<file path="src/sv/mbtrc_pkg.sv">
// Shared types and constants for the Modbus TCP request checker.
`timescale 1ns / 1ps
`default_nettype none

package mbtrc_pkg;

  // Frame capture
  localparam int unsigned HDR_DEPTH = 13;
  localparam int unsigned HDR_IDX_W = 4;
  localparam int unsigned CNT_W     = 17;
  localparam logic [CNT_W-1:0] CNT_MAX = {CNT_W{1'b1}};

  // Size rules
  localparam logic [CNT_W-1:0] MIN_SIZE   = 17'd8;
  localparam logic [CNT_W-1:0] MBAP_FIXED = 17'd6;
  localparam logic [CNT_W-1:0] READ_MIN   = 17'd12;
  localparam logic [CNT_W-1:0] WMULTI_MIN = 17'd13;
  localparam logic [15:0]      PDU_LEN_FIXED = 16'd6;

  // Supported function codes
  localparam logic [7:0] FC_READ_HOLDING = 8'd3;
  localparam logic [7:0] FC_READ_INPUT   = 8'd4;
  localparam logic [7:0] FC_WRITE_SINGLE = 8'd6;
  localparam logic [7:0] FC_WRITE_MULTI  = 8'd16;

  // Queue between front and back
  localparam int unsigned Q_DEPTH = 2;
  localparam int unsigned Q_PTR_W = 1;
  localparam int unsigned Q_CNT_W = 2;

  typedef enum logic [3:0] {
    ERR_NONE     = 4'd0,
    ERR_SHORT    = 4'd1,
    ERR_PROTOCOL = 4'd2,
    ERR_LENGTH   = 4'd3,
    ERR_NO_FUNC  = 4'd4,
    ERR_UNSUP    = 4'd5,
    ERR_PAYLOAD  = 4'd6,
    ERR_QUANTITY = 4'd7,
    ERR_BYTE_CNT = 4'd8
  } err_t;

  // One completed request as handed from front to back
  typedef struct packed {
    logic [HDR_DEPTH-1:0][7:0] hdr;
    logic [CNT_W-1:0]          total;
  } frame_t;

endpackage

`default_nettype wire

</file>
<file path="src/sv/mbtrc_back.sv">
// Back end: checks a captured request and holds the result register.
`timescale 1ns / 1ps
`default_nettype none

module mbtrc_back (
  input  wire logic              clk,
  input  wire logic              rst_n,
  input  wire logic              head_valid,
  input  wire mbtrc_pkg::frame_t head_frame,
  output logic                   pop,
  output logic                   out_valid,
  input  wire logic              out_stall,
  output logic                   out_ok,
  output logic [3:0]             out_error_code,
  output logic [15:0]            out_txn_id,
  output logic [15:0]            out_proto,
  output logic [15:0]            out_length_field,
  output logic [7:0]             out_unit_id,
  output logic [7:0]             out_func,
  output logic [15:0]            out_start_address,
  output logic [15:0]            out_quantity,
  output logic [15:0]            out_write_value
);

  logic [15:0] trans_id, proto_id, len_field, start_addr, word10;
  logic [7:0]  unit, fc, bc;
  logic [mbtrc_pkg::CNT_W-1:0] total;
  mbtrc_pkg::err_t err;
  logic ok;

  logic        valid_r, valid_nxt;
  logic        ok_r;
  logic [3:0]  err_r;
  logic [15:0] trans_r, proto_r, len_r, addr_r, qty_r, wval_r;
  logic [7:0]  unit_r, fc_r;

  // Header fields, big endian
  assign trans_id   = {head_frame.hdr[0],  head_frame.hdr[1]};
  assign proto_id   = {head_frame.hdr[2],  head_frame.hdr[3]};
  assign len_field  = {head_frame.hdr[4],  head_frame.hdr[5]};
  assign unit       = head_frame.hdr[6];
  assign fc         = head_frame.hdr[7];
  assign start_addr = {head_frame.hdr[8],  head_frame.hdr[9]};
  assign word10     = {head_frame.hdr[10], head_frame.hdr[11]};
  assign bc         = head_frame.hdr[12];
  assign total      = head_frame.total;

  // Ordered checks: size, protocol, length, then per-function rules
  always_comb begin
    err = mbtrc_pkg::ERR_NONE;
    if (total < mbtrc_pkg::MIN_SIZE) begin
      err = mbtrc_pkg::ERR_SHORT;
    end else if (proto_id != '0) begin
      err = mbtrc_pkg::ERR_PROTOCOL;
    end else if ((mbtrc_pkg::CNT_W'(len_field) + mbtrc_pkg::MBAP_FIXED) != total) begin
      err = mbtrc_pkg::ERR_LENGTH;
    end else begin
      unique case (fc) inside
        mbtrc_pkg::FC_READ_HOLDING, mbtrc_pkg::FC_READ_INPUT: begin
          if (total < mbtrc_pkg::READ_MIN)
            err = mbtrc_pkg::ERR_PAYLOAD;
          else if (word10 == '0)
            err = mbtrc_pkg::ERR_QUANTITY;
          else if (len_field != mbtrc_pkg::PDU_LEN_FIXED)
            err = mbtrc_pkg::ERR_PAYLOAD;
        end
        mbtrc_pkg::FC_WRITE_SINGLE: begin
          if (total < mbtrc_pkg::READ_MIN)
            err = mbtrc_pkg::ERR_PAYLOAD;
          else if (len_field != mbtrc_pkg::PDU_LEN_FIXED)
            err = mbtrc_pkg::ERR_PAYLOAD;
        end
        mbtrc_pkg::FC_WRITE_MULTI: begin
          if (total < mbtrc_pkg::WMULTI_MIN)
            err = mbtrc_pkg::ERR_PAYLOAD;
          else if (word10 == '0)
            err = mbtrc_pkg::ERR_QUANTITY;
          else if (mbtrc_pkg::CNT_W'(bc) != {word10, 1'b0})
            err = mbtrc_pkg::ERR_BYTE_CNT;
          else if (total != (mbtrc_pkg::WMULTI_MIN + mbtrc_pkg::CNT_W'(bc)))
            err = mbtrc_pkg::ERR_PAYLOAD;
        end
        default: err = mbtrc_pkg::ERR_UNSUP;
      endcase
    end
  end

  assign ok = (err == mbtrc_pkg::ERR_NONE);

  // Output register: load whenever empty or being drained
  assign pop = head_valid && (!valid_r || !out_stall);

  always_comb begin
    valid_nxt = valid_r;
    if (pop)
      valid_nxt = 1'b1;
    else if (!out_stall)
      valid_nxt = 1'b0;
  end

  always_ff @(posedge clk) begin
    if (!rst_n) begin
      valid_r <= 1'b0;
    end else begin
      valid_r <= valid_nxt;
    end
  end

  // Decoded fields are cleared on any failed check
  always_ff @(posedge clk) begin
    if (pop) begin
      ok_r    <= ok;
      err_r   <= err;
      trans_r <= ok ? trans_id : '0;
      proto_r <= ok ? proto_id : '0;
      len_r   <= ok ? len_field : '0;
      unit_r  <= ok ? unit : '0;
      fc_r    <= ok ? fc : '0;
      addr_r  <= ok ? start_addr : '0;
      qty_r   <= (ok && (fc != mbtrc_pkg::FC_WRITE_SINGLE)) ? word10 : '0;
      wval_r  <= (ok && (fc == mbtrc_pkg::FC_WRITE_SINGLE)) ? word10 : '0;
    end
  end

  assign out_valid          = valid_r;
  assign out_ok             = ok_r;
  assign out_error_code     = err_r;
  assign out_txn_id         = trans_r;
  assign out_proto          = proto_r;
  assign out_length_field   = len_r;
  assign out_unit_id        = unit_r;
  assign out_func           = fc_r;
  assign out_start_address  = addr_r;
  assign out_quantity       = qty_r;
  assign out_write_value    = wval_r;

endmodule

`default_nettype wire

</file>
<file path="config.mk">
export PLATFORM = sky130hd
export DESIGN_NAME = mbtrc_back
export DESIGN_NICKNAME = d
export VERILOG_FILES = /design/src/sv/mbtrc_pkg.sv /design/src/sv/mbtrc_back.sv
export SDC_FILE = /design/constraint.sdc
export NUM_CORES = 1
export LEC_CHECK = 0
export ABC_AREA = 1
export CORE_AREA = 3 3 194 101
export CTS_CLUSTER_DIAMETER = 80
export DETAILED_ROUTE_END_ITERATION = 16
export DIE_AREA = 0 0 197 104
export DONT_BUFFER_PORTS = 1
export PLACE_DENSITY_LB_ADDON = 0.12
export SKIP_CTS_REPAIR_TIMING = 1
export SLEW_MARGIN = 20
export SYNTH_ARGS = -nofsm -noshare
export SYNTH_HDL_FRONTEND = slang
export SYNTH_SLANG_ARGS = --single-unit
</file>
<file path="constraint.sdc">
create_clock -name clk -period 10.04 [get_ports clk]
set_input_delay 1.004 -clock clk [delete_from_list [all_inputs] [get_ports clk]]
set_output_delay 1.004 -clock clk [all_outputs]
set_load 0.02 [all_outputs]
</file>
==> results.toml, run 1 <==
[place]
gp_congestion = 0.879
dpl.hpwl_um = 11800
portBuffers = 0
place_ws_ps = 6200
place_area_sq_um = 6070

[sta]
final-max-slew-violation-count = 0
tns_ps = 0
rsz0062_at_grt = "false"
slew_headroom_pct = 31.2
tightest_slew_ps = 1030
setup_viol = 0
fin_crit_ps = 3410
worst_slack_ps = 6630
skew_ps = 5.49
fin_crit_sh_pct = 34.0
hold_viol_final = 0
max_freq_mhz = 293

[drt]
first_pass_iters = 4
viasPerCell = 4.64
antenna_left = 0
drc = 0
routed-wl-met3_um = 1080
top_layer = "met4"
wl_met2_um = 7440
vias = 3936
wl_met1_um = 6630
drtIter0Drc = 221
post_drt_wl_per_cell_um = 18.1
drt_wl_total_um = 15400

[floorplan]
start_util_pct = 31.5
die_h_um = 104
die-area_sq_um = 20500
pin_count = 244
die_w_um = 197
core_sq_um = 18100
rows = 35

[logic_synthesis]
syn_area_per_cell_sq_um = 10.2
syn_area_sq_um = 5720
synth_seq_cells = 118
synthCells = 559
synth.distinct_cells = 40
ys_warn_count = 0
seq_area_frac_synth_pct = 61.8

[power_and_ir_drop]
intPower_mw = 0.937
power.share.clock_pct = 46.5
p_sw_share_pct = 25.6
p_total_mw = 1.26
switchingPower_mw = 0.322
ir_worst_vdd_uv = 116
power_density_nw_per_um2 = 189
p_leak_nw = 2.80
p_comb_share_pct = 4.8
seqPwrFrac_pct = 48.7

[worst_setup_path]
cp-start-kind = "input pin"
endpoint_kind = "register"
r2r_start = "out_valid"
critical_path_buf_inv_count = 0
crit_path_top_delay_cell = "nor4_1"
reg2reg_slack_ps = 7540
required_ps = 10140
crit_path_max_fanout = 13
critPathTopFamily = "simple AND/OR/NAND/NOR gates"
cp_cell_sequence = "nor2_1, nand2_1, or3_1, nor4_1, nand4_2, o21ai_1, nor3_1"
slowest_delay_ps = 820
crit_type = "input pin to register"
r2r-end = "out_length_field[3]"
reg2reg_depth = 3
cp.arrival_ps = 3510

[clock_tree]
clock-sinks = 118
root_buffer = "clkbuf_16"
insertion_delay_ps = 400
cts_tree = "done"
clockBufferDepth = 2
htree_num_levels = 4
numCtsBuffers = 17
cts.clk_slew.worst_paths_ps = 60

[finish]
nets = 721
syn2layout_area_growth_pct = 16.2
drive_above_1_share_pct = 9.56
final_cell_area_sq_um = 6650

[global_route]
first_global_vias = 4033
antenna_found_initial = 2
grt_pass1_wl_um = 23800
grt_max_degree = 75
grt_usage_pct = 15.1
overflow = 0

[min_path]
min_to = "out_valid"
min_from = "out_valid"
holdCritPathClass = "register to register"
hold_depth = 2

[status]
status = "finished, final reports clean"

[job]
cap_violations = 0
==> Yosys cell counts (all sizes together) <==
master  number  area (sq um)
ha           2          25.0
clkinv       1          3.75
conb         1          3.75
o21a         1          7.51
xnor2        8          70.1
a21oi        4          20.0
dfxtp        1          20.0
nand2      108           410
o21ai       11          55.1
a211oi       1          7.51
a21o         1          7.51
and2         2          12.5
nand4       14          93.8
nand3b       2          15.0
o211ai       2          15.0
nor3        15          75.1
xor2         7          61.3
o21bai       1          7.51
and3        41           257
or3          1          6.26
inv         69           259
clkbuf       1          3.75
nor2        95           439
buf         11          67.6
nand3       34           205
o22ai        2          12.5
nor4         5          37.5
a21boi       1          7.51
edfxtp     117          3510
==> worst reg2reg max path, delay by kind of cell (launching register included) <==
| kind | cells | cell delay (ps) |
|---|---|---|
| flip-flops | 1 | 400 |
| buffers and inverters | 2 | 1410 |
| AO/OA/AOI/OAI | 1 | 300 |
==> logic make-up (layout without fill, tap and decap cells) <==
family                     count (synthesis)  in the layout  synth area share (%)
and+or+nand+nor                          317            317                  27.1
DFF                                      118            118                  61.8
buffers and inverters                     82            104                  5.84
AOI/OAI and AO/OA                         24             24                  2.45
xor gates and xnor gates                  15             15                  2.30
adders and majority gates                  2              2                 0.437
other                                      1             29                0.0656
==> cell usage in the layout, fill, tap and decap left out, types with 3 or more instances in the layout <==
cell | Yosys | routed
xnor2_1 | 8 | 8
nor4_1 | 4 | 4
nand2_1 | 106 | 106
o21ai_0 | 5 | 5
conb_1 | 1 | 27
and3_1 | 41 | 41
nand3_1 | 30 | 30
nor3_1 | 15 | 15
nor2_4 | 4 | 4
o21ai_1 | 6 | 6
nor2_2 | 8 | 8
inv_1 | 67 | 67
inv_6 | 0 | 7
xor2_1 | 7 | 7
nor2_1 | 81 | 81
clkbuf_16 | 0 | 17
nand4_1 | 13 | 13
clkinvlp_4 | 0 | 4
edfxtp_1 | 117 | 117
a21oi_1 | 4 | 3
==> sequential cells by signal, summed over array words and instances, names as in the netlist, 4 cells and up <==
register and flops:
out_length_field 16, out_proto 16, out_quantity 16, out_start_address 16, out_txn_id 16, out_write_value 16
out_func 8, out_unit_id 8, out_error_code 4
==> worst max-delay path by stage <==
| stage | start | slack, ps | to | cells past startpoint |
|---|---|---|---|---|
| floorplan | head_valid | 2080 | pop | 2 |
| global placement | head_frame[48] | 6220 | out_length_field[1] | 7 |
| detailed placement | head_frame[48] | 6200 | out_length_field[3] | 7 |
| CTS | head_frame[48] | 6630 | out_length_field[3] | 7 |
| global route | head_frame[59] | 6340 | out_quantity[11] | 18 |
| finish | head_frame[48] | 6630 | out_length_field[1] | 7 |
==> layout make-up <==
class	count	area, sq um
diodes	2	5.00
clock buffers	18	429
clock inverters	14	141
fillers	1821	11500
inverters	70	263
multi-input cells	385	1960
flip-flops and latches	118	3530
well taps	240	300
repair buffers	2	15.0
==> power by group through the flow <==
stage / registers (mW) / logic (mW) / clock network (mW)
2_1_floorplan: 0.623 / 0.0473 / 0
3_3_place_gp: 0.625 / 0.0613 / 0
3_5_place_dp: 0.625 / 0.0613 / 0
4_1_cts: 0.614 / 0.0615 / 0.602
5_1_grt: 0.615 / 0.0708 / 0.624
6_report: 0.613 / 0.0606 / 0.585
==> stage by stage <==
stage | instances | util (%) | hold WS (ps)
after floorplan | 585 | - | 548
after CTS | 847 | 36.6 | 610
after global placement | 815 | 33.5 | 594
after detailed placement | 815 | 33.5 | 601
final | 849 | 36.7 | 602
after global routing | 849 | 36.7 | 632
==> metal layers <==
metal | up-vias | GRT usage, %
met5 | - | 0
met4 | 0 | 5.18
met3 | 16 | 4.98
met2 | 138 | 24.6
met1 | 1842 | 18.8
li1 | 1940 | -
Note: power is estimated with default switching activity, not from simulation.
==> run 2, diff against run 1 <==
--- a/config.mk
+++ b/config.mk
@@ -5,11 +5,11 @@
 export SDC_FILE = /design/constraint.sdc
 export NUM_CORES = 1
 export LEC_CHECK = 0
-export ABC_AREA = 1
-export CORE_AREA = 3 3 194 101
+export ABC_AREA = 0
+export CORE_AREA = 3 3 190 99
 export CTS_CLUSTER_DIAMETER = 80
 export DETAILED_ROUTE_END_ITERATION = 16
-export DIE_AREA = 0 0 197 104
+export DIE_AREA = 0 0 193 102
 export DONT_BUFFER_PORTS = 1
 export PLACE_DENSITY_LB_ADDON = 0.12
 export SKIP_CTS_REPAIR_TIMING = 1
==> constraint.sdc (replaced) <==
create_clock -name clk -period 2.7 [get_ports clk]
set_input_delay 0.27 -clock clk [delete_from_list [all_inputs] [get_ports clk]]
set_output_delay 0.27 -clock clk [all_outputs]
set_load 0.02 [all_outputs]
==> results.toml, run 2 <==
[status]
status = "finished, final reports clean"

[clock_tree]
insertion_delay_ps = 410
cts_tree = "done"
numCtsBuffers = 17
cts.clk_slew.worst_paths_ps = 60
htree_num_levels = 4
clockBufferDepth = 2
clock-sinks = 118
root_buffer = "clkbuf_16"

[finish]
drive_above_1_share_pct = 13.5
fillerInstances = 1661
final_cells = 716
utilization_pct = 38.4
antennaDiodeCount = 0
syn2layout_area_growth_pct = 20.3
final_common_cell = "edfxtp_1"
layout_common_cells = "edfxtp_1, and2_1, and3_1"
final_cell_area_sq_um = 6630
nets = 596

[sta]
hold_viol_final = 0
setup_viol = 0
worst_slack_ps = 243
tns_ps = 0
skew_ps = 8.54
fin_crit_ps = 2460
slew_headroom_pct = 54.7
tightest_slew_ps = 680
max_freq_mhz = 407
fin_crit_sh_pct = 91.0
rsz0062_at_grt = "false"
holdWs_ps = 58.2
final-max-slew-violation-count = 0

[logic_synthesis]
yosys.area.top_type_share_pct = 63.7
syn_area_per_cell_sq_um = 13.1
synth_seq_cells = 118
synth_edf_count = 117
seq_area_frac_synth_pct = 64.1
synth.most_common_cell = "edfxtp_1"
synth_area_leaders = "edfxtp_1, and2_1, and3_1"
synthArstFlopShare_pct = 0
synthCells = 420
synthFlopType = "edfxtp_1"
ys_warn_count = 0
synth_top_area_cell = "edfxtp_1"
yosys-top-cells-count = "edfxtp_1, and2_1, and3_1, xor2_1"
synth.distinct_cells = 52
syn_area_sq_um = 5510

[worst_setup_path]
required_ps = 2970
crit_path_top_delay_cell = "or4b_4"
crit_path_max_fanout = 32
cp-start-kind = "input pin"
endpoint_kind = "register"
slowest_delay_ps = 580
cp_cell_sequence = "inv_1, ha_1, xnor2_1, a2111oi_1, nand3_1, or4b_4, nor4_4, buf_4, and3_1"
r2r-end = "out_txn_id[3]"
reg2reg_depth = 2
critPathTopFamily = "simple AND/OR/NAND/NOR gates"
reg2reg_slack_ps = 1150
r2r_start = "out_valid"
crit_type = "input pin to register"
cp.arrival_ps = 2730
critical_path_buf_inv_count = 2

[place]
portBuffers = 0
dpl.hpwl_um = 10700
dp.cells = 682
gp_congestion = 0.755
place_ws_ps = -337
place_area_sq_um = 6010

[global_route]
overflow = 0
grt_max_degree = 66
first_global_vias = 3452
grt_usage_pct = 14.0
antenna_found_initial = 0
grt_pass1_wl_um = 20600

[power_and_ir_drop]
ir_worst_vdd_uv = 331
p_sw_share_pct = 24.4
power_density_nw_per_um2 = 716
p_comb_share_pct = 4.3
intPower_mw = 3.59
power.share.clock_pct = 47.8
seqPwrFrac_pct = 47.9
switchingPower_mw = 1.16
p_leak_nw = 2.43
p_total_mw = 4.75

[floorplan]
core_sq_um = 17300
pin_count = 244
die_w_um = 193
start_util_pct = 31.9
die-area_sq_um = 19700
die_h_um = 102
rows = 34

[drt]
vias = 3479
first_pass_iters = 4
viasPerCell = 4.86
post_drt_wl_per_cell_um = 20.0
antenna_left = 0
drc = 0
drtIter0Drc = 169
drt_wl_total_um = 14300

[min_path]
holdCritPathClass = "input pin to register"
hold_depth = 1
min_from = "head_frame[82]"
min_to = "out_start_address[9]"

[job]
cap_violations = 0
## run 2: changes by cell type in the layout (fill, tap and decap cells not counted), moves of 9 or more
| cell | delta |
|---|---|
| nor2_1 | -66 |
| nor4_1 | +12 |
| nand2_1 | -96 |
| xnor2_1 | +9 |
| and2_1 | +52 |
| xor2_1 | +12 |
| inv_1 | -64 |
| buf_4 | +18 |
| nand3_1 | -22 |
## run 2: how the worst max path moves through the flow
stage,start,to,slack [ps],depth (start not counted)
finish,head_frame[58],out_quantity[10],240,9
CTS,head_frame[58],out_write_value[5],90,9
global route,head_frame[99],out_quantity[12],80,9
floorplan,out_valid,out_error_code[0],-150,1
global placement,head_frame[58],out_quantity[10],-310,9
detailed placement,head_frame[58],out_quantity[10],-340,9
## run 2: kinds of logic after synthesis
logic type,share of synthesized area [%]
AOI/OAI and AO/OA,5.79
adders and majority gates,0.454
xor gates and xnor gates,5.72
DFF,64.1
other,0.0680
muxes,0.363
buffers and inverters,2.00
and+or+nand+nor,21.5
## run 2: metal layers
| metal | global-route usage [%] | wire length (um) |
|---|---|---|
| met3 | 5.35 | 1220 |
| met1 | 16.4 | 5820 |
| met2 | 23.7 | 7130 |
| met4 | 4.94 | 149 |
| met5 | 0 | 0 |
## run 2: cell type report
cell class / count / area, sq um / share of cell area (%)
clock buffers: 17 / 425 / 6.41
clock inverters: 15 / 170 / 2.57
inverters: 3 / 11.3 / 0.170
multi-input cells: 305 / 1990 / 30.0
flip-flops and latches: 118 / 3540 / 53.3
well taps: 234 / 293 / 4.41
repair buffers: 24 / 210 / 3.17
## run 2: power by group through the flow
stage	logic (mW)	registers, mW	clock network (mW)
5_1_grt	0.231	2.29	2.41
6_report	0.205	2.28	2.27
3_5_place_dp	0.202	2.32	0
3_3_place_gp	0.201	2.32	0
2_1_floorplan	0.169	2.30	0
4_1_cts	0.203	2.28	2.33
==> run 3, diff against run 2 <==
--- a/config.mk
+++ b/config.mk
@@ -12,6 +12,7 @@
 export DIE_AREA = 0 0 193 102
 export DONT_BUFFER_PORTS = 1
 export PLACE_DENSITY_LB_ADDON = 0.12
+export RECOVER_POWER = 50
 export SKIP_CTS_REPAIR_TIMING = 1
 export SLEW_MARGIN = 20
 export SYNTH_ARGS = -nofsm -noshare
==> results.toml, run 3 (synthesis results as in run 2) <==
[sta]
final-max-slew-violation-count = 0
fin_crit_sh_pct = 91.0
tightest_slew_ps = 998
slew_headroom_pct = 33.5
hold_viol_final = 0
worst_slack_ps = 243
rsz0062_at_grt = "false"
max_freq_mhz = 407
skew_ps = 8.54
fin_crit_ps = 2460
tns_ps = 0
setup_viol = 0

[finish]
fillerInstances = 1667
final_common_cell = "edfxtp_1"
seqCellArea_sq_um = 3530
drive_above_1_share_pct = 13.1
nets = 596
antennaDiodeCount = 0
layout_common_cells = "edfxtp_1, and2_1, and3_1"
multiInputGateArea_sq_um = 1980
utilization_pct = 38.2
syn2layout_area_growth_pct = 19.8
final_cells = 716

[worst_setup_path]
crit_path_top_delay_cell = "or4b_4"
crit_path_max_fanout = 32
r2r_start = "out_valid"
crit_type = "input pin to register"
critPathTopFamily = "simple AND/OR/NAND/NOR gates"
cp_cell_sequence = "inv_1, ha_1, xnor2_1, a2111oi_1, nand3_1, or4b_4, nor4_4, buf_4, and3_1"
cp.arrival_ps = 2730
reg2reg_depth = 2
cp-start-kind = "input pin"
required_ps = 2970
critical_path_buf_inv_count = 2
endpoint_kind = "register"
reg2reg_slack_ps = 750
slowest_delay_ps = 580
cp_num_cells = 9
r2r-end = "out_length_field[3]"

[global_route]
grt_usage_pct = 14.0
busiest_layer = "met2"
grt_pass1_wl_um = 20600
gr-usage-met1_pct = 16.4
grt_max_degree = 66
grt_util_met2_pct = 23.7
use_met3_pct = 5.35
overflow = 0
antenna_found_initial = 0
first_global_vias = 3452

[place]
gp_congestion = 0.755
dp.cells = 682
place_ws_ps = -337
portBuffers = 0
dpl.hpwl_um = 10700

[min_path]
min_from = "head_frame[82]"
min_to = "out_start_address[9]"
holdCritPathClass = "input pin to register"
hold_depth = 1

[drt]
first_pass_iters = 4
viasPerCell = 4.86
post_drt_wl_per_cell_um = 20.0
drt_wl_total_um = 14300
antenna_left = 0
drtIter0Drc = 167
drc = 0
vias = 3479

[clock_tree]
cts_tree = "done"
numCtsBuffers = 17
cts.clk_slew.worst_paths_ps = 60
insertion_delay_ps = 410
htree_num_levels = 4
root_buffer = "clkbuf_16"
clockBufferDepth = 2
clock-sinks = 118

[power_and_ir_drop]
p_total_mw = 4.75
power_density_nw_per_um2 = 719
p_leak_nw = 2.41
ir_worst_vdd_uv = 331

[floorplan]
rows = 34
die_h_um = 102
core_sq_um = 17300
pin_count = 244
start_util_pct = 31.9
die_w_um = 193
die-area_sq_um = 19700

[status]
status = "finished, final reports clean"

[job]
cap_violations = 0
[run 3: changes by cell type in the layout (fill, tap and decap cells not counted), sizes merged]
| cell | delta |
|---|---|
| buf | -1 |
| clkbuf | +1 |
[run 3: how the worst max path moves through the flow]
stage,from,to,slack [ps]
detailed placement,head_frame[58],out_quantity[10],-340
global placement,head_frame[58],out_quantity[10],-310
CTS,head_frame[58],out_write_value[5],90
floorplan,out_valid,out_error_code[0],-150
finish,head_frame[58],out_quantity[10],240
global route,head_frame[99],out_quantity[12],80
[run 3: final cells by class]
cell class | instances | share of cell area [%]
timing repair buffer | 24 | 2.99
clock buffer | 17 | 6.44
inverter | 3 | 0.170
tap | 234 | 4.43
multi-input combinational | 305 | 29.9
clock inverter | 15 | 2.58
sequential | 118 | 53.5
[run 3: power breakdown]
group	switching, mW	total (mW)	internal, mW
Clock	0.886	2.27	1.38
Combinational	0.116	0.200	0.0836
Sequential	0.158	2.28	2.12
[run 3: metal layers]
metal / wire (um) / share of wire (%) / vias to the layer above
met2: 7120 / 50 / 143
met3: 1220 / 8.5 / 14
met1: 5820 / 41 / 1657
met4: 149 / 1.0 / 0
li1: - / - / 1665
met5: 0 / 0 / -
[run 3: metrics by stage]
step                hold slack, ps  area, sq um
CTS                          -33.4         6610
floorplan                      397         5630
finish                        58.2         6610
detailed placement             403         6010
global placement               404         6010
global route                  33.8         6610
